==> config.mk <==
export PLATFORM = sky130hd
export DESIGN_NAME = lbspl_back
export DESIGN_NICKNAME = d
export VERILOG_FILES = /design/src/design/lbspl_pkg.sv /design/src/design/lbspl_back.sv
export VERILOG_INCLUDE_DIRS = /design/src /design/src/design
export SDC_FILE = /design/constraint.sdc
export NUM_CORES = 1
export LEC_CHECK = 0
export ABC_AREA = 0
export ABC_CLOCK_PERIOD_IN_PS = 3300
export BUFFER_PORTS_ARGS = -buffer_cell sky130_fd_sc_hd__buf_2
export CAP_MARGIN = 10
export CORE_UTILIZATION = 60
export CTS_CLUSTER_DIAMETER = 200
export DETAILED_ROUTE_END_ITERATION = 7
export PLACE_DENSITY = 0.78
export SYNTH_ARGS = -nofsm -noshare
export SYNTH_HDL_FRONTEND = slang
export SYNTH_SLANG_ARGS = --single-unit
==> constraint.sdc <==
create_clock -name clk -period 3.3 [get_ports clk]
set_input_delay 0.66 -clock clk [delete_from_list [all_inputs] [get_ports clk]]
set_output_delay 0.66 -clock clk [all_outputs]
set_load 0.05 [all_outputs]
==> src/design/assert_macros.svh <==
// Assertion macros shared by the log band peak level design.
`ifndef ASSERT_MACROS_SVH
`define ASSERT_MACROS_SVH

// Consequence must hold in the same cycle as the antecedent.
`define LBSPL_ASSERT_SAME(lbl, clk_s, rstn_s, ante, cons, msg) \
	lbl: assert property (@(posedge clk_s) disable iff (!rstn_s) (ante) |-> (cons)) \
		else $error(msg);

// Consequence must hold in the cycle after the antecedent.
`define LBSPL_ASSERT_NEXT(lbl, clk_s, rstn_s, ante, cons, msg) \
	lbl: assert property (@(posedge clk_s) disable iff (!rstn_s) (ante) |=> (cons)) \
		else $error(msg);

`endif

==> src/design/lbspl_pkg.sv <==
// Package with constants, types and state encodings of the log band peak level design.
`timescale 1ns / 1ps
package lbspl_pkg;

	localparam int FFT_BINS      = 1024;
	localparam int MAX_BANDS     = 128;
	localparam int MAG_FRAC_BITS = 24;

	localparam int CFG_W  = 8;
	localparam int BIN_W  = $clog2(FFT_BINS);
	localparam int EDGE_W = BIN_W + 1;
	localparam int BAND_W = $clog2(MAX_BANDS);
	localparam int CNT_W  = BAND_W + 1;
	localparam int MAG_W  = MAG_FRAC_BITS;

	localparam int LOG_SPAN   = 10;
	localparam int LOG_INT_W  = $clog2(BIN_W);
	localparam int LOG_FRAC_W = 32;
	localparam int LOG_W      = LOG_INT_W + LOG_FRAC_W;
	localparam int LOG_ITER_W = $clog2(LOG_FRAC_W);
	localparam int MANT_W     = LOG_FRAC_W;
	localparam int LIM_W      = BAND_W + LOG_INT_W;
	localparam int PROD_W     = BAND_W + LOG_W;

	localparam int LEVEL_GAIN   = 765;
	localparam int LEVEL_SCALE  = LEVEL_GAIN * LEVEL_GAIN;
	localparam int SCALE_W      = $clog2(LEVEL_SCALE + 1);
	localparam int SCALED_W     = SCALE_W + MAG_W;
	localparam int RAD_W        = SCALE_W;
	localparam int ROOT_W       = RAD_W / 2;
	localparam int REM_W        = ROOT_W + 1;
	localparam int ROOT_STEP_W  = $clog2(ROOT_W);
	localparam int LEVEL_W      = 8;
	localparam int LEVEL_OFFSET = 4;
	localparam int LEVEL_MAX    = 255;

	localparam int Q_DEPTH = 4;
	localparam int Q_PTR_W = $clog2(Q_DEPTH);
	localparam int Q_CNT_W = Q_PTR_W + 1;

	typedef struct packed {
		logic              we;
		logic [BAND_W-1:0] addr;
		logic [EDGE_W-1:0] data;
	} edge_wr_t;

	typedef struct packed {
		logic [BAND_W-1:0] band_index;
		logic [MAG_W-1:0]  peak;
		logic              last_band;
	} band_item_t;

	typedef enum logic [2:0] {
		B_START,
		B_PREP,
		B_LOG,
		B_MUL,
		B_CMP,
		B_WRITE,
		B_IDLE
	} build_state_t;

	typedef enum logic [1:0] {
		K_IDLE,
		K_ROOT,
		K_DONE
	} back_state_t;

endpackage

==> src/design/lbspl_back.sv <==
// Back end: scales a band peak, takes its square root bit by bit and holds the result.
`timescale 1ns / 1ps
`include "assert_macros.svh"
module lbspl_back (
	input  logic                          clk,
	input  logic                          arst_n,
	input  logic                          q_valid,
	input  lbspl_pkg::band_item_t         head,
	output logic                          pop,
	output logic                          result_valid,
	input  logic                          result_stall,
	output logic [lbspl_pkg::BAND_W-1:0]  band_index,
	output logic [lbspl_pkg::LEVEL_W-1:0] level,
	output logic                          last_band
);

	lbspl_pkg::back_state_t state_q, state_d;

	logic [lbspl_pkg::SCALED_W-1:0]    scaled;
	logic [lbspl_pkg::RAD_W-1:0]       rad_q;
	logic [lbspl_pkg::REM_W-1:0]       rem_q;
	logic [lbspl_pkg::ROOT_W-1:0]      root_q;
	logic [lbspl_pkg::ROOT_STEP_W-1:0] step_q;
	logic [lbspl_pkg::BAND_W-1:0]      idx_q;
	logic                              last_q;
	logic [lbspl_pkg::REM_W+1:0]       rem_sh;
	logic [lbspl_pkg::REM_W+1:0]       trial;
	logic                              ge;
	logic [lbspl_pkg::REM_W+1:0]       rem_diff;
	logic [lbspl_pkg::ROOT_W-1:0]      diff;
	logic [lbspl_pkg::LEVEL_W-1:0]     level_val;
	logic                              load;

	logic                              result_valid_q;
	logic [lbspl_pkg::BAND_W-1:0]      band_index_q;
	logic [lbspl_pkg::LEVEL_W-1:0]     level_q;
	logic                              last_band_q;

	assign scaled   = lbspl_pkg::SCALED_W'(lbspl_pkg::LEVEL_SCALE)
		* lbspl_pkg::SCALED_W'(head.peak);
	assign rem_sh   = {rem_q, rad_q[lbspl_pkg::RAD_W-1 -: 2]};
	assign trial    = (lbspl_pkg::REM_W+2)'({root_q, 2'b01});
	assign ge       = rem_sh >= trial;
	assign rem_diff = ge ? rem_sh - trial : rem_sh;
	assign diff     = root_q - lbspl_pkg::ROOT_W'(lbspl_pkg::LEVEL_OFFSET);

	always_comb begin
		if (root_q < lbspl_pkg::ROOT_W'(lbspl_pkg::LEVEL_OFFSET)) begin
			level_val = '0;
		end else if (diff > lbspl_pkg::ROOT_W'(lbspl_pkg::LEVEL_MAX)) begin
			level_val = lbspl_pkg::LEVEL_W'(lbspl_pkg::LEVEL_MAX);
		end else begin
			level_val = lbspl_pkg::LEVEL_W'(diff);
		end
	end

	always_ff @(posedge clk or negedge arst_n) begin
		if (!arst_n) begin
			state_q <= lbspl_pkg::K_IDLE;
		end else begin
			state_q <= state_d;
		end
	end

	always_comb begin
		state_d = state_q;
		pop     = 1'b0;
		load    = 1'b0;
		unique case (state_q)
			lbspl_pkg::K_IDLE: begin
				if (q_valid) begin
					pop     = 1'b1;
					state_d = lbspl_pkg::K_ROOT;
				end
			end
			lbspl_pkg::K_ROOT: begin
				if (step_q == '0) begin
					state_d = lbspl_pkg::K_DONE;
				end
			end
			lbspl_pkg::K_DONE: begin
				if (!result_valid_q || !result_stall) begin
					load    = 1'b1;
					state_d = lbspl_pkg::K_IDLE;
				end
			end
			default: begin
				state_d = lbspl_pkg::K_IDLE;
			end
		endcase
	end

	always_ff @(posedge clk) begin
		case (state_q)
			lbspl_pkg::K_IDLE: begin
				rad_q  <= scaled[lbspl_pkg::SCALED_W-1 -: lbspl_pkg::RAD_W];
				idx_q  <= head.band_index;
				last_q <= head.last_band;
				rem_q  <= '0;
				root_q <= '0;
				step_q <= lbspl_pkg::ROOT_STEP_W'(lbspl_pkg::ROOT_W - 1);
			end
			lbspl_pkg::K_ROOT: begin
				rad_q  <= {rad_q[lbspl_pkg::RAD_W-3:0], 2'b00};
				rem_q  <= rem_diff[lbspl_pkg::REM_W-1:0];
				root_q <= {root_q[lbspl_pkg::ROOT_W-2:0], ge};
				step_q <= step_q - lbspl_pkg::ROOT_STEP_W'(1);
			end
			default: begin
			end
		endcase
	end

	always_ff @(posedge clk or negedge arst_n) begin
		if (!arst_n) begin
			result_valid_q <= 1'b0;
		end else if (load) begin
			result_valid_q <= 1'b1;
		end else if (!result_stall) begin
			result_valid_q <= 1'b0;
		end
	end

	always_ff @(posedge clk) begin
		if (load) begin
			band_index_q <= idx_q;
			level_q      <= level_val;
			last_band_q  <= last_q;
		end
	end

	assign result_valid = result_valid_q;
	assign band_index   = band_index_q;
	assign level        = level_q;
	assign last_band    = last_band_q;

	`LBSPL_ASSERT_NEXT(a_root_ends, clk, arst_n, state_q == lbspl_pkg::K_ROOT && step_q == '0, state_q == lbspl_pkg::K_DONE, "square root did not finish after its last step")

endmodule
==> results.tsv, run 1 <==
stage	metric	value	unit
worst_setup_path	Top Family by Delay on Critical Path	adder cells	
place	Detailed Place HPWL	20500	um
clock_tree	worst-skew pair later-pin latency	0.34	ns
clock_tree	root buf cell	clkbuf_16	
synth	post-synthesis sequential area ratio	0.199	
place	DP Worst Slack	-3.14	ns
synth	EDFF count, synth	69	
finish	Area Growth Syn to Fin	28.4	%
global_route	GRT Residual Overflow	0	
timing	Worst slew margin	0.474	
timing	Final Max Slew Viols	0	
global_route	vias in the first global route	8596	
global_route	largest net degree at the start of global routing	46	
worst_setup_path	CP cell instances	buf_12 > ha_4 > inv_2 > fa_2 > fa_1 > inv_2 > fa_1 > fa_1 > fa_1 > inv_1 > fa_1 > inv_2 > ha_4 > a21oi_4 > buf_4 > o21bai_1 > a211o_1 > a32oi_2 > buf_4 > a21boi_4 > o31a_1 > o311a_1 > nor3_1	
synth	area leader, netlist	ha_1	
worst_setup_path	critical path fanouts, max	6	
synth	cell with the most instances after synthesis	inv_1	
timing	RSZ-0062 raised after global routing	yes	
worst_setup_path	Buf/Inv on CP	7	
routing	DR WL met2	13400	um
clock_tree	Clk pin slew, worst setup/hold paths	0.06	ns
clock_tree	TritonCTS Sinks	72	
routing	DRC	0	
timing	Worst Skew	0.00520	ns
run	# Max-Cap Violations	0	
finish	final instance area	13900	um2
synth	Ys Warns	0	
synth	Async SR Flop Fraction	0.0417	
clock_tree	CTS Buf Count	9	
routing	M1 WL	11000	um
place	buffers added on ports	53	
synth	Mapped Nets	1462	
finish	antenna cells	0	
synth	Compound-Gate Fraction of Synth Area	0.0887	
synth	xor-xnor portion of the synthesized cell area	0.0211	
synth	synthesized netlist cell count	1065	
routing	Vias per Instance	5.47	
worst_setup_path	CP required	3.47	ns
worst_setup_path	Top cell by count, worst path	fa_1	
synth	Seq cells post-synth	72	
routing	met3 WL	998	um
floorplan	Die Span X	136	um
worst_setup_path	CP max-delay cell	fa_1	
synth	adder-cell share of the synthesized area	0.511	
worst_setup_path	Critical Path AT	6.21	ns
floorplan	Core Region	17400	um2
place	dpl cells	1491	
routing	Routed WL per cell	17.3	um
routing	Via Count	8321	
routing	DRT Pass-1 Iters	5	
global_route	initial antenna violation count	0	
synth	Mean Syn Cell Area	10.1	um2
clock_tree	Hold-fix buffers, CTS	0	
outcome	status	finished with violations	
worst_setup_path	CP startpoint kind	primary input	
finish	nets	1687	
timing	FMAX	0.166	GHz
clock_tree	# H-tree levels	3	
routing	Initial DRC Count	406	
worst_hold_path	HP Class	primary input to asynchronous set/reset pin	
finish	share of layout cells above drive strength 1	0.290	
clock_tree	CTS Buffer Depth	2	
finish	Layout Cells excl Fill	1520	
timing	Period Utilization, post-route	1.83	
floorplan	Starting Density	0.620	
synth	post-synthesis mux area share	0.00197	
global_route	GRT Util Overall	0.279	
place	placed cell area	12900	um2
routing	Final ANT Viol Nets	0	
worst_setup_path	Setup crit end kind	flip-flop	
timing	min Tclk post-route	6.04	ns
timing	Final Hold Vio Count	0	
global_route	global-route wire length before repair	39600	um
timing	Worst-Margin Slew	0.788	ns
synth	post-synth cell types	65	
synth	synth cell count leaders	inv_1 (282), ha_1 (228), fa_1 (133)	
routing	total wire length	26400	um
synth	largest cells by area after synthesis	ha_1 (26%), fa_1 (25%), edfxtp_1 (19%)	
floorplan	I/O pins	54	
synth	synthesized area	10800	um2
place	gp weighted congestion	0.917	
floorplan	Total Die Area	18500	um2
timing	final setup margin	-2.74	ns
worst_setup_path	Setup CP Type	primary input to flip-flop	
routing	top sig layer	met4	
synth	simple-gate area share of the yosys netlist	0.0747	
worst_setup_path	Max stage delay on crit path	0.55	ns
synth	dominant synthesized flop cell	edfxtp_1	
timing	setup violators final	20	
synth	largest family of logic cells by synthesized area	adder cells	
clock_tree	CTS tree	yes	
floorplan	Die Height	136	um
outcome	failing checks	setup timing	
synth	Yosys top cell area share	0.264	
floorplan	FP Rows	48	
==> path summary, 6_finish.rpt <==
kind | endpoint | depth (start not counted) | from | slack [ns]
max in group asynchronous | state_q[1] | 1 | arst_n | 3.07
hold reg to reg | band_index[6] | 0 | idx_q[6] | 0.42
min in group clk | band_index[6] | 0 | idx_q[6] | 0.42
hold / removal | state_q[0] | 1 | arst_n | 0.12
setup reg to reg | rem_q[10] | 11 | root_q[0] | 0.51
setup / recovery | rad_q[11] | 23 | head[5] | -2.74
==> flip-flops by register name (all words and copies together) (netlist names) <==
register and cells:
level 8, rad_q 20, result_valid 1, root_q 10
rem_q 11, state_q 2, idx_q 7, step_q 4
band_index 7, last_q 1, last_band 1
==> layout make-up <==
type	count	area [um2]
Clock buffer	9	225
Clock inverter	7	71.3
Sequential cell	72	2150
Fill cell	1034	3560
Inverter	282	1060
Multi-Input combinational cell	696	8340
Tap cell	225	282
Timing Repair Buffer	229	1730
==> logic make-up (layout without fill, tap and decap cells) <==
logic type	count (synthesis)	count (layout)
compound gates	147	147
xor+xnor	26	26
fa+ha+maj	361	361
buf+inv	297	527
flops	72	72
mux	2	2
simple gates	160	160
==> metrics by stage <==
step,hold WS (ns),setup TNS (ns),utilization
2_1_floorplan,0.364,-45.17,-
4_1_cts,0.110,-49.20,0.772
3_3_place_gp,0.401,-56.16,0.741
5_1_grt,0.116,-54.75,0.795
3_5_place_dp,0.410,-58.38,0.741
6_report,0.116,-52.46,0.795
==> routing by layer <==
layer,vias to the layer above,global-route usage
li1,3963,-
met3,75,0.0373
met1,4089,0.360
met5,-,0
met4,0,0.0994
met2,194,0.478
==> placed cells by master (no fill, tap or decap), drive strengths merged, types with 3 or more instances in the layout <==
cell type | netlist | layout
o31ai | 4 | 4
clkbuf | 11 | 10
o21ai | 28 | 28
ha | 228 | 228
nor3b | 3 | 3
and2 | 5 | 5
nor2b | 3 | 3
and4 | 3 | 3
or3 | 13 | 13
fa | 133 | 133
edfxtp | 69 | 69
nand4 | 8 | 8
inv | 282 | 282
a21o | 12 | 12
buf | 4 | 228
nand3 | 12 | 12
dfrtp | 3 | 3
clkinv | 0 | 4
and3 | 6 | 6
a21boi | 6 | 6
nand2b | 3 | 3
a211oi | 5 | 5
nor2 | 40 | 40
xnor2 | 20 | 20
o21a | 8 | 8
nand2 | 33 | 33
a21oi | 51 | 51
o21bai | 6 | 6
xor2 | 6 | 6
nor3 | 19 | 19
nor4 | 5 | 5
a31oi | 3 | 3
==> repair_timing <==
item | 4_1_cts | 5_1_grt
pin swaps | 36 | 51
setup endpoints to repair | 20 | 20
setup buffers | 6 | 10
gates resized for setup | 51 | 73
Power of run 1 is not shown: default switching activity piles up to over one toggle a cycle in this logic, so the estimate is an artifact.
==> inputs of run 2 (changes only) <==
--- a/config.mk
+++ b/config.mk
@@ -6,14 +6,14 @@
 export SDC_FILE = /design/constraint.sdc
 export NUM_CORES = 1
 export LEC_CHECK = 0
-export ABC_AREA = 0
+export ABC_AREA = 1
 export ABC_CLOCK_PERIOD_IN_PS = 3300
 export BUFFER_PORTS_ARGS = -buffer_cell sky130_fd_sc_hd__buf_2
 export CAP_MARGIN = 10
-export CORE_UTILIZATION = 60
+export CORE_UTILIZATION = 55
 export CTS_CLUSTER_DIAMETER = 200
 export DETAILED_ROUTE_END_ITERATION = 7
-export PLACE_DENSITY = 0.78
+export PLACE_DENSITY = 0.72
 export SYNTH_ARGS = -nofsm -noshare
 export SYNTH_HDL_FRONTEND = slang
 export SYNTH_SLANG_ARGS = --single-unit
==> run 2 against run 1 <==
The flow still finishes with violations (setup timing). Clock-buffer cell count did not move. Highest routed layer unchanged. Critical path depth did not move. Critical endpoint is now rad_q[13]. Register-to-register slack improved by 0.36 ns. Area after synthesis rose by 10%. Core utilization fell by 6.5 points. Synthesized cell count rose by 32%. Fmax rose by 14%. Global-route usage rose by 1.7 points. Clock skew rose by 0.0011 ns. Non-clock buffer count fell by 15. Critical path type unchanged. Sequential share of layout area fell by 1.6 points. Routed wire length rose by 20%.
==> results.tsv, run 2 <==
stage	metric	value	unit	change
outcome	status	finished with violations		unchanged
outcome	failing checks	setup timing		unchanged
worst_setup_path	critical path fanouts, max	6		unchanged
routing	Final ANT Viol Nets	0		unchanged
finish	antenna cells	0		unchanged
timing	final setup margin	-2.00	ns	was -2.74 ns
synth	synthesized area	11900	um2	was 10800 um2
floorplan	Die Height	149	um	was 136 um
timing	FMAX	0.189	GHz	was 0.166 GHz
floorplan	Die Span X	149	um	was 136 um
synth	Ys Warns	0		unchanged
finish	commonest non-fill, non-tap cell in the layout	inv_1		unchanged
timing	setup violators final	20		unchanged
floorplan	Core Region	21100	um2	was 17400 um2
synth	synth cell count leaders	inv_1 (367), nand2_1 (242), ha_1 (228)		was inv_1 (282), ha_1 (228), fa_1 (133)
worst_setup_path	Critical Path AT	5.51	ns	was 6.21 ns
synth	Seq cells post-synth	72		unchanged
finish	max FFs per register	20		unchanged
routing	Initial DRC Count	595		was 406
place	Detailed Place HPWL	25200	um	was 20500 um
global_route	initial antenna violation count	0		unchanged
clock_tree	CTS Buf Count	9		unchanged
timing	Period Utilization, post-route	1.61		was 1.83
worst_hold_path	HP Class	primary input to asynchronous set/reset pin		unchanged
timing	Worst Skew	0.00630	ns	was 0.00520 ns
global_route	met1 global-route usage	0.398		was 0.360
finish	final instance area	15400	um2	was 13900 um2
floorplan	Starting Density	0.564		was 0.620
timing	Worst-Margin Slew	0.594	ns	was 0.788 ns
synth	Mean Syn Cell Area	8.44	um2	was 10.1 um2
finish	commonest non-fill, non-tap cells in the layout	inv_1 (343), nand2_1 (210), ha_1 (173)		was inv_1 (259), ha_1 (191), buf_4 (172)
clock_tree	Clk pin slew, worst setup/hold paths	0.06	ns	about the same
worst_setup_path	CP required	3.50	ns	was 3.47 ns
floorplan	FP Rows	53		was 48
synth	synthesized netlist cell count	1409		was 1065
synth	post-synthesis sequential area ratio	0.181		was 0.199
run	# Max-Cap Violations	0		unchanged
clock_tree	# H-tree levels	3		unchanged
synth	EDFF count, synth	69		unchanged
timing	RSZ-0062 raised after global routing	yes		unchanged
finish	nets	2023		was 1687
global_route	GRT Residual Overflow	0		unchanged
routing	Via Count	9957		was 8321
place	placed cell area	13900	um2	was 12900 um2
timing	Final Hold Vio Count	0		unchanged
place	gp weighted congestion	0.975		was 0.917
place	buffers added on ports	53		unchanged
global_route	GR Layer Usage met2	0.514		was 0.478
routing	DRT Pass-1 Iters	5		unchanged
global_route	largest net degree at the start of global routing	46		unchanged
global_route	global-route wire length before repair	50500	um	was 39600 um
routing	total wire length	31600	um	was 26400 um
synth	dominant synthesized flop cell	edfxtp_1		unchanged
timing	min Tclk post-route	5.30	ns	was 6.04 ns
global_route	gr busiest metal	met2		unchanged
clock_tree	Hold-fix buffers, CTS	0		unchanged
finish	Area Growth Syn to Fin	29.7	%	was 28.4%
finish	Regs by FF count	rad_q (20), rem_q (11), root_q (10)		unchanged
timing	Post-Route Setup TNS	-38.80	ns	was -52.46 ns
global_route	GRT Util Overall	0.296		was 0.279
synth	cell with the most instances after synthesis	inv_1		unchanged
worst_setup_path	Setup crit end kind	flip-flop		unchanged
place	DP Worst Slack	-2.53	ns	was -3.14 ns
timing	worst hold margin	0.111	ns	was 0.116 ns
clock_tree	TritonCTS Sinks	72		unchanged
finish	share of layout cells above drive strength 1	0.275		was 0.290
synth	Async SR Flop Fraction	0.0417		unchanged
finish	register with the most flip-flops	rad_q		unchanged
timing	Final Max Slew Viols	0		unchanged
synth	area leader, netlist	ha_1		unchanged
floorplan	Total Die Area	22200	um2	was 18500 um2
worst_setup_path	Setup CP Type	primary input to flip-flop		unchanged
clock_tree	root buf cell	clkbuf_16		unchanged
finish	fillers	1508		was 1034
routing	Routed WL per cell	16.6	um	was 17.3 um
routing	DRC	0		unchanged
synth	post-synth cell types	38		was 65
clock_tree	worst-skew pair later-pin latency	0.34	ns	about the same
timing	Worst slew margin	0.604		was 0.474
floorplan	I/O pins	54		unchanged
clock_tree	CTS Buffer Depth	2		unchanged
synth	Yosys top cell area share	0.240		was 0.264
global_route	vias in the first global route	10200		was 8596
clock_tree	CTS tree	yes		unchanged
global_route	M3 GR Usage	0.0330		was 0.0373
worst_setup_path	CP startpoint kind	primary input		unchanged
routing	Vias per Instance	5.22		was 5.47
synth	largest cells by area after synthesis	ha_1 (24%), fa_1 (22%), edfxtp_1 (17%)		was ha_1 (26%), fa_1 (25%), edfxtp_1 (19%)
synth	Mapped Nets	1806		was 1462
-- run 2: cell count changes after synthesis, sizes merged, moves of 7 or more --
cell	previous run	this run
a21o	12	2
a21oi	51	60
clkbuf	11	4
inv	282	370
nand2	33	249
nand3	12	53
nand3b	2	9
nor2	40	117
o21ai	28	51
or3	13	0
xnor2	20	2
xor2	6	13
-- run 2: path summary, 6_finish.rpt --
| check | slack [ns] | cells past startpoint | end | from |
|---|---|---|---|---|
| max | -2.00 | 23 | rad_q[13] | head[6] |
| min | 0.11 | 1 | state_q[0] | arst_n |
| max reg2reg | 0.87 | 9 | rem_q[10] | root_q[8] |
| min reg2reg | 0.42 | 0 | band_index[0] | idx_q[0] |
| max in group asynchronous | 3.07 | 1 | state_q[1] | arst_n |
| min in group clk | 0.42 | 0 | band_index[0] | idx_q[0] |
-- run 2: metrics by stage --
step	util	instances
finish	0.731	1906
global route	0.731	1906
CTS	0.712	1901
detailed placement	0.661	1873
global placement	0.661	1873
floorplan	-	1409
-- run 2: critical path, cell delays in order --
cell,delay (ns)
buf_12,0.12
ha_4,0.24
buf_4,0.13
ha_1,0.28
inv_1,0.07
fa_1,0.54
inv_1,0.05
fa_1,0.50
fa_1,0.43
fa_1,0.49
inv_1,0.05
fa_1,0.49
inv_2,0.05
ha_4,0.31
nand2_4,0.09
nor2_4,0.13
inv_2,0.06
nor3_4,0.14
nand4_1,0.19
buf_4,0.19
nand4_1,0.09
nand3_2,0.09
nand2_1,0.09
-- run 2: logic make-up (layout without fill, tap and decap cells) --
| group | after synthesis | count (layout) | synth area share |
|---|---|---|---|
| and+or+nand+nor | 458 | 458 | 0.166 |
| buffers and inverters | 380 | 602 | 0.122 |
| adders and majority gates | 361 | 361 | 0.464 |
| AOI/OAI and AO/OA | 123 | 123 | 0.0566 |
| DFF | 72 | 72 | 0.181 |
| xor gates and xnor gates | 15 | 15 | 0.0111 |
-- run 2: cell type report --
cell class                      count  area (um2)  share of cell area
Sequential cell                    72        2150               0.139
Clock inverter                      7        72.6             0.00471
Timing Repair Buffer              214        1660               0.107
Multi-Input combinational cell    957        9570               0.621
Tap cell                          275         344              0.0223
Inverter                          372        1400              0.0909
Clock buffer                        9         225              0.0146
-- run 2: what timing repair did --
item	in CTS	in global routing
pin swaps	82	42
gates resized for setup	144	77
buffers inserted	12	6
setup endpoints to repair	20	20
-- run 2: metal layers --
metal | wire length (um) | vias up
li1 | - | 4862
met1 | 13800 | 4785
met2 | 15700 | 257
met3 | 1520 | 53
met4 | 613 | 0
met5 | 0 | -
Power of run 2 is left out for the same reason.
